### config.mk
export PLATFORM = sky130hd
export DESIGN_NAME = delta_clock_timer_queue_core
export DESIGN_NICKNAME = d
export VERILOG_FILES = /design/src/hdl/dctq_pkg.sv /design/src/hdl/dctq_engine.sv /design/src/hdl/delta_clock_timer_queue_core.sv
export SDC_FILE = /design/constraint.sdc
export NUM_CORES = 1
export LEC_CHECK = 0
export BUFFER_PORTS_ARGS = -buffer_cell sky130_fd_sc_hd__buf_2
export CAP_MARGIN = 10
export CORE_MARGIN = 2
export CORE_UTILIZATION = 55
export CTS_BUF_LIST = sky130_fd_sc_hd__clkbuf_4 sky130_fd_sc_hd__clkbuf_8 sky130_fd_sc_hd__clkbuf_16
export DETAILED_ROUTE_END_ITERATION = 7
export PLACE_DENSITY = 0.71
export SLEW_MARGIN = 20
export SYNTH_ARGS = -nofsm -noshare
export SYNTH_HDL_FRONTEND = slang
export SYNTH_SLANG_ARGS = --single-unit
### constraint.sdc
create_clock -name clk_i -period 13.2 [get_ports clk_i]
set_input_delay 2.64 -clock clk_i [delete_from_list [all_inputs] [get_ports clk_i]]
set_output_delay 2.64 -clock clk_i [all_outputs]
set_load 0.02 [all_outputs]
### src/hdl/dctq_pkg.sv
`timescale 1ns / 1ps
// ----------------------------------------------------------------------------
// dctq_pkg
// Shared types, widths and helpers for the delta-clock timer queue.
// ----------------------------------------------------------------------------
package dctq_pkg;

  localparam int QUEUE_DEPTH = 16;
  localparam int DELAY_BITS  = 16;
  localparam int EVENT_BITS  = 8;
  localparam int IDX_W       = $clog2(QUEUE_DEPTH);
  localparam int CNT_W       = $clog2(QUEUE_DEPTH + 1);

  typedef enum logic {
    FN_INSERT = 1'b0,
    FN_TICK   = 1'b1
  } func_e;

  typedef enum logic [1:0] {
    ST_ACCEPTED = 2'd0,
    ST_FULL     = 2'd1,
    ST_FIRED    = 2'd2,
    ST_IDLE     = 2'd3
  } status_e;

  // one queue slot: delay relative to the slot before it, event number
  typedef struct packed {
    logic [DELAY_BITS-1:0] delta;
    logic [EVENT_BITS-1:0] ev;
  } entry_t;

  // request handed from the stream port to the engine
  typedef struct packed {
    func_e                 func;
    logic [DELAY_BITS-1:0] delay;
    logic [EVENT_BITS-1:0] ev;
  } req_t;

  // one result beat
  typedef struct packed {
    status_e               status;
    logic [EVENT_BITS-1:0] ev;
    logic                  last;
  } res_t;

  // map a list position onto the circular buffer
  function automatic logic [IDX_W-1:0] slot_of(input logic [IDX_W-1:0] head,
                                               input logic [IDX_W-1:0] pos);
    logic [IDX_W:0] sum;
    sum = {1'b0, head} + {1'b0, pos};
    if (sum >= (IDX_W + 1)'(QUEUE_DEPTH)) begin
      sum = sum - (IDX_W + 1)'(QUEUE_DEPTH);
    end
    return sum[IDX_W-1:0];
  endfunction

endpackage

### src/hdl/dctq_engine.sv
`timescale 1ns / 1ps
// ----------------------------------------------------------------------------
// dctq_engine
// Sequencer and slot memory of the timer queue. The list lives in a circular
// buffer; inserts walk it once and ripple the tail up by one slot, ticks
// decrement the head and pop every expired entry.
// ----------------------------------------------------------------------------
module dctq_engine import dctq_pkg::*; (
  input  logic clk_i,
  input  logic rst_ni,
  input  logic req_vld_i,
  output logic req_rdy_o,
  input  req_t req_i,
  output logic res_vld_o,
  input  logic res_rdy_i,
  output res_t res_o
);

  typedef enum logic [5:0] {
    S_IDLE = 6'b000001,
    S_WALK = 6'b000010,
    S_TAIL = 6'b000100,
    S_TDEC = 6'b001000,
    S_CHK  = 6'b010000,
    S_EMIT = 6'b100000
  } state_e;

  state_e                state_q, state_d;
  logic [CNT_W-1:0]      cnt_q, cnt_d;
  logic [IDX_W-1:0]      hd_q, hd_d;
  logic [IDX_W-1:0]      idx_q, idx_d;
  logic [DELAY_BITS-1:0] rem_q, rem_d;
  logic [EVENT_BITS-1:0] ev_q, ev_d;
  logic                  found_q, found_d;
  entry_t                carry_q, carry_d;
  logic [EVENT_BITS-1:0] pend_q, pend_d;
  status_e               emit_q, emit_d;

  entry_t                mem [QUEUE_DEPTH];
  entry_t                rdata_q;
  logic                  we, re;
  logic [IDX_W-1:0]      wa, ra;
  entry_t                wd;
  logic [DELAY_BITS-1:0] dec;
  logic [IDX_W-1:0]      hd_nxt;

  assign dec    = rdata_q.delta - DELAY_BITS'(1);
  assign hd_nxt = slot_of(hd_q, IDX_W'(1));

  // sequence inserts and ticks through the slot memory
  always_comb begin
    state_d   = state_q;
    cnt_d     = cnt_q;
    hd_d      = hd_q;
    idx_d     = idx_q;
    rem_d     = rem_q;
    ev_d      = ev_q;
    found_d   = found_q;
    carry_d   = carry_q;
    pend_d    = pend_q;
    emit_d    = emit_q;
    we        = 1'b0;
    wa        = hd_q;
    wd        = carry_q;
    re        = 1'b0;
    ra        = hd_q;
    res_vld_o = 1'b0;
    res_o     = '{status: ST_ACCEPTED, ev: '0, last: 1'b1};
    req_rdy_o = (state_q == S_IDLE);

    case (state_q)
      S_IDLE: begin
        if (req_vld_i) begin
          if (req_i.func == FN_INSERT) begin
            if (cnt_q == CNT_W'(QUEUE_DEPTH)) begin
              emit_d  = ST_FULL;
              state_d = S_EMIT;
            end else begin
              rem_d   = (req_i.delay == '0) ? DELAY_BITS'(1) : req_i.delay;
              ev_d    = req_i.ev;
              found_d = 1'b0;
              idx_d   = '0;
              if (cnt_q == '0) begin
                state_d = S_TAIL;
              end else begin
                re      = 1'b1;
                state_d = S_WALK;
              end
            end
          end else begin
            if (cnt_q == '0) begin
              emit_d  = ST_IDLE;
              state_d = S_EMIT;
            end else begin
              re      = 1'b1;
              state_d = S_TDEC;
            end
          end
        end
      end

      // one slot per cycle: compare or shift, prefetch the next slot
      S_WALK: begin
        we = 1'b1;
        wa = slot_of(hd_q, idx_q);
        re = 1'b1;
        ra = slot_of(hd_q, idx_q + IDX_W'(1));
        if (found_q) begin
          wd      = carry_q;
          carry_d = rdata_q;
        end else if (rem_q < rdata_q.delta) begin
          wd      = '{delta: rem_q, ev: ev_q};
          carry_d = '{delta: rdata_q.delta - rem_q, ev: rdata_q.ev};
          found_d = 1'b1;
        end else begin
          we    = 1'b0;
          rem_d = rem_q - rdata_q.delta;
        end
        if (CNT_W'(idx_q) + CNT_W'(1) == cnt_q) begin
          state_d = S_TAIL;
        end else begin
          idx_d = idx_q + IDX_W'(1);
        end
      end

      // append the displaced slot or the new entry at the end
      S_TAIL: begin
        we      = 1'b1;
        wa      = slot_of(hd_q, cnt_q[IDX_W-1:0]);
        wd      = found_q ? carry_q : '{delta: rem_q, ev: ev_q};
        cnt_d   = cnt_q + CNT_W'(1);
        emit_d  = ST_ACCEPTED;
        state_d = S_EMIT;
      end

      // decrement the head; pop it if it expired
      S_TDEC: begin
        if (dec != '0) begin
          we      = 1'b1;
          wa      = hd_q;
          wd      = '{delta: dec, ev: rdata_q.ev};
          emit_d  = ST_IDLE;
          state_d = S_EMIT;
        end else begin
          pend_d = rdata_q.ev;
          hd_d   = hd_nxt;
          cnt_d  = cnt_q - CNT_W'(1);
          emit_d = ST_FIRED;
          if (cnt_q == CNT_W'(1)) begin
            state_d = S_EMIT;
          end else begin
            re      = 1'b1;
            ra      = hd_nxt;
            state_d = S_CHK;
          end
        end
      end

      // new head known: send the pending event, pop again on zero delta
      S_CHK: begin
        if (res_rdy_i) begin
          res_vld_o = 1'b1;
          if (rdata_q.delta == '0) begin
            res_o  = '{status: ST_FIRED, ev: pend_q, last: 1'b0};
            pend_d = rdata_q.ev;
            hd_d   = hd_nxt;
            cnt_d  = cnt_q - CNT_W'(1);
            if (cnt_q == CNT_W'(1)) begin
              state_d = S_EMIT;
            end else begin
              re = 1'b1;
              ra = hd_nxt;
            end
          end else begin
            res_o   = '{status: ST_FIRED, ev: pend_q, last: 1'b1};
            state_d = S_IDLE;
          end
        end
      end

      // final beat of the item
      S_EMIT: begin
        if (res_rdy_i) begin
          res_vld_o    = 1'b1;
          res_o.status = emit_q;
          res_o.ev     = (emit_q == ST_FIRED) ? pend_q : '0;
          res_o.last   = 1'b1;
          state_d      = S_IDLE;
        end
      end

      default: begin
        state_d = S_IDLE;
      end
    endcase
  end

  // slot memory, one write and one registered read per cycle
  always_ff @(posedge clk_i) begin
    if (we) begin
      mem[wa] <= wd;
    end
    if (re) begin
      rdata_q <= mem[ra];
    end
  end

  // control state
  always_ff @(posedge clk_i or negedge rst_ni) begin
    if (!rst_ni) begin
      state_q <= S_IDLE;
      cnt_q   <= '0;
      hd_q    <= '0;
    end else begin
      state_q <= state_d;
      cnt_q   <= cnt_d;
      hd_q    <= hd_d;
    end
  end

  // working registers
  always_ff @(posedge clk_i) begin
    idx_q   <= idx_d;
    rem_q   <= rem_d;
    ev_q    <= ev_d;
    found_q <= found_d;
    carry_q <= carry_d;
    pend_q  <= pend_d;
    emit_q  <= emit_d;
  end

endmodule

### src/hdl/delta_clock_timer_queue_core.sv
`timescale 1ns / 1ps
// Delta-clock timer queue. A beat with tuser 0 inserts an event (tdata[15:0]
// delay in ticks, zero taken as one; tdata[23:16] event number); a beat with
// tuser 1 is one clock tick. Every insert returns one beat (tuser 0 accepted,
// 1 table full); a tick returns one beat per expired event (tuser 2, event in
// tdata, tlast on the final one) or a single tuser 3 beat if nothing expired.
// An insert walks the queued entries in the slot memory at one slot per cycle;
// a full table or an empty queue skips the walk. One item is in work at a
// time; the output register lets the next item start while the last beat
// waits. No clearing pass after reset.
// ----------------------------------------------------------------------------
// delta_clock_timer_queue_core
// Stream wrapper: unpacks the request beat and holds the result beat.
// ----------------------------------------------------------------------------
module delta_clock_timer_queue_core import dctq_pkg::*; (
  input  logic        clk_i,
  input  logic        rst_ni,
  input  logic        s_axis_tvalid_i,
  output logic        s_axis_tready_o,
  input  logic [23:0] s_axis_tdata_i,   // [15:0] delay_ticks, [23:16] event_num
  input  logic        s_axis_tuser_i,   // [0] func
  output logic        m_axis_tvalid_o,
  input  logic        m_axis_tready_i,
  output logic [7:0]  m_axis_tdata_o,   // [7:0] fired_event
  output logic [1:0]  m_axis_tuser_o,   // [1:0] status
  output logic        m_axis_tlast_o    // last
);

  req_t req;
  res_t res, res_q;
  logic res_vld, res_rdy;
  logic vld_q, vld_d;

  assign req.func  = func_e'(s_axis_tuser_i);
  assign req.delay = s_axis_tdata_i[DELAY_BITS-1:0];
  assign req.ev    = s_axis_tdata_i[DELAY_BITS +: EVENT_BITS];

  dctq_engine u_engine (
    .clk_i     (clk_i),
    .rst_ni    (rst_ni),
    .req_vld_i (s_axis_tvalid_i),
    .req_rdy_o (s_axis_tready_o),
    .req_i     (req),
    .res_vld_o (res_vld),
    .res_rdy_i (res_rdy),
    .res_o     (res)
  );

  // output register takes a new beat when empty or draining
  assign res_rdy = !vld_q || m_axis_tready_i;

  always_comb begin
    vld_d = vld_q;
    if (res_vld) begin
      vld_d = 1'b1;
    end else if (m_axis_tready_i) begin
      vld_d = 1'b0;
    end
  end

  always_ff @(posedge clk_i or negedge rst_ni) begin
    if (!rst_ni) begin
      vld_q <= 1'b0;
    end else begin
      vld_q <= vld_d;
    end
  end

  always_ff @(posedge clk_i) begin
    if (res_vld) begin
      res_q <= res;
    end
  end

  assign m_axis_tvalid_o = vld_q;
  assign m_axis_tdata_o  = res_q.ev;
  assign m_axis_tuser_o  = res_q.status;
  assign m_axis_tlast_o  = res_q.last;

endmodule

==> out/metrics.yaml <==
route.detailed.drc: 0
grt_pass1_wl_um: 79200
status: "completed"
grt_pass1_vias: 13294
clock_latency_ps: 600
max-slew-margin-rel: 0.249
hold_ws_ps: 489
p_leak_nw: 9.55
synthTopCellsByArea: "edfxtp_1, mux2i_1, ha_1, mux2_2, a221o_1"
highest_layer: "met4"
crit_required_ps: 13550
ant_nets: 0
wirelength_um: 52200
wl_per_cell_um: 23.9
arrival_ps: 6220
wl_met2_um: 24800
nNetsFinal: 1691
min_period_ps: 5870
core_um2: 41000
globalRouteOverflowTotal: 0
ys_seq_area_frac: 0.649
diodes: 0
wl_met3_um: 3150
cts_setup_buffers: 0
fin_crit_sh: 0.445
m1WireLength_um: 22800
path_clk_slew_ps: 60
cp-end-kind: "flip-flop"
regArea_um2: 14900
cts_buffer_depth: 3
drv_slew: 0
ios: 42
criticalPathCategory: "input port to flip-flop"
max_freq_mhz: 170
tightest_slew_ps: 1120
numPortBuffers: 41
start_util: 0.559
async_flop_share: 0.0321
cts_tree: "done"
ys_types: 84
place_congestion: 0.931
drive_above_1_share: 0.146
final-setup-viol-count: 0
peakVddDrop_mv: 0.264
viasPerCell: 6.15
area_growth_pct: 10.7
cts_root_buffer: "clkbuf_16"
grt_setup_unrepaired: "false"
synth_flop_cell: "edfxtp_1"
nFillCells: 3013
ys_ff_latch: 498
die_w_um: 208
syn_nets: 1643
track_usage: 0.243
setup_slack_ps: 7330
ys_warn_count: 0
ctsHoldBuffers: 0
final_core_util: 0.619
num_vias: 13406
setup_tns_ps: 0
cap_viol_max_count: 0
cp_max_fo: 108
dp_hpwl_um: 30700
fin_skew_ps: 20.2
syn_inst: 1565
die_h_um: 208
cts_buffers: 50
p_per_area_nw_per_um2: 249
cts_resized: 0
start_kind: "input port"
hold_viol_final: 0
min_path_type: "flip-flop to flip-flop"
place_ws_ps: 6730
h-tree-depth: 2
syn_area_per_cell_um2: 14.6
yosysTopAreaCell: "edfxtp_1"
synth_area_um2: 22900
die-area_um2: 43300
grt_max_degree: 145
yosysTopAreaCellShare: 0.631
antenna_found_initial: 1
fp-row-count: 74
synth_edf_count: 482
first_pass_iters: 7
cts.sinks: 498
drt-initial-drc-count: 1222
multi_input_area_um2: 7570
power.total_mw: 6.32
registers in the layout (all words and copies together) (netlist names):
signal / flops
u_engine.carry_q: 24
u_engine.pend_q: 8
m_axis_tdata_o: 8
m_axis_tuser_o: 2
m_axis_tlast_o: 1
u_engine.state_q: 6
u_engine.rdata_q: 24
u_engine.hd_q: 4
u_engine.ev_q: 8
u_engine.mem: 384
u_engine.cnt_q: 5
m_axis_tvalid_o: 1
u_engine.idx_q: 4
u_engine.rem_q: 16
u_engine.emit_q: 2
u_engine.found_q: 1
routing by layer:
| layer | track usage | vias up |
|---|---|---|
| met3 | 0.0287 | 92 |
| met2 | 0.393 | 483 |
| met1 | 0.341 | 6692 |
| met5 | 0 | - |
| li1 | - | 6139 |
| met4 | 0.0893 | 0 |
cells in the mapped netlist (16+ instances only):
| library cell | count |
|---|---|
| a221o_1 | 42 |
| nor2_1 | 74 |
| edfxtp_1 | 482 |
| xor2_1 | 19 |
| inv_1 | 60 |
| xnor2_1 | 35 |
| clkbuf_1 | 32 |
| mux2_2 | 50 |
| buf_2 | 16 |
| mux2i_1 | 245 |
| buf_4 | 18 |
| nand2_1 | 81 |
| o21ai_0 | 55 |
| o22ai_1 | 28 |
| a21oi_1 | 36 |
| ha_1 | 45 |
metrics by stage:
stage                     instance area [um^2]  instances
after floorplan                          22900       1565
after global placement                   23800       2091
after detailed placement                 23800       2091
after CTS                                25300       2179
after global routing                     25400       2181
final                                    25400       2181
power by group:
group | internal (mW) | switching, mW
registers | 2.15 | 0.192
logic | 1.08 | 1.56
clock network | 0.751 | 0.587
total | 3.98 | 2.34
layout by cell type, fill, tap and decap left out, types with 7 or more instances in the layout:
master / instances
edfxtp_1: 482
mux2i_1: 245
nand2_1: 81
nor2_1: 64
inv_1: 60
o21ai_0: 55
mux2_2: 50
clkbuf_16: 50
ha_1: 45
a221o_1: 42
buf_2: 41
a21oi_1: 34
xnor2_1: 34
o22ai_1: 28
buf_4: 25
xor2_1: 19
nor3_1: 15
a31oi_1: 15
dfrtp_1: 15
clkbuf_4: 14
nand3_1: 11
and2_1: 11
and3_1: 10
a21o_1: 10
nand2b_1: 9
nor2b_1: 9
clkinv_1: 9
nor4_1: 8
a22o_1: 8
nor4_2: 7
nor2_4: 7
final cells by class:
class / count / share of cell area
Multi-Input combinational cell: 933 / 0.298
Sequential cell: 498 / 0.586
Tap cell: 532 / 0.0262
Clock inverter: 24 / 0.00814
Inverter: 60 / 0.00888
Timing Repair Buffer: 70 / 0.0187
Clock buffer: 64 / 0.0535
final timing paths:
path | startpoint | endpoint | slack (ps) | depth (start not counted)
max in group asynchronous | rst_ni | u_engine.state_q[0] | 10930 | 1
hold / removal | u_engine.rdata_q[3] | u_engine.carry_q[3] | 490 | 0
setup / recovery | m_axis_tready_i | u_engine.rdata_q[8] | 7330 | 13
setup reg to reg | u_engine.rdata_q[8] | u_engine.rdata_q[8] | 7830 | 14
hold reg to reg | u_engine.rdata_q[3] | u_engine.carry_q[3] | 490 | 0
min in group asynchronous | rst_ni | m_axis_tvalid_o | 1960 | 1
worst max-delay path: stages:
cell	delay, ps
buf_2	80
nand2b_1	300
nand2b_4	90
o311a_1	320
o31ai_2	250
o41ai_2	130
a211oi_4	240
buf_4	580
buf_12	670
mux2i_1	290
mux2_2	180
o22ai_1	90
a221o_1	290
cell families after synthesis:
kind of cell,after synthesis,share of synthesized area
xor+xnor,54,0.0206
simple gates,278,0.0624
buf+inv,134,0.0284
fa+ha+maj,49,0.0281
compound gates,257,0.0801
mux,295,0.132
flops,498,0.649
(Power assumes the default switching activity.)
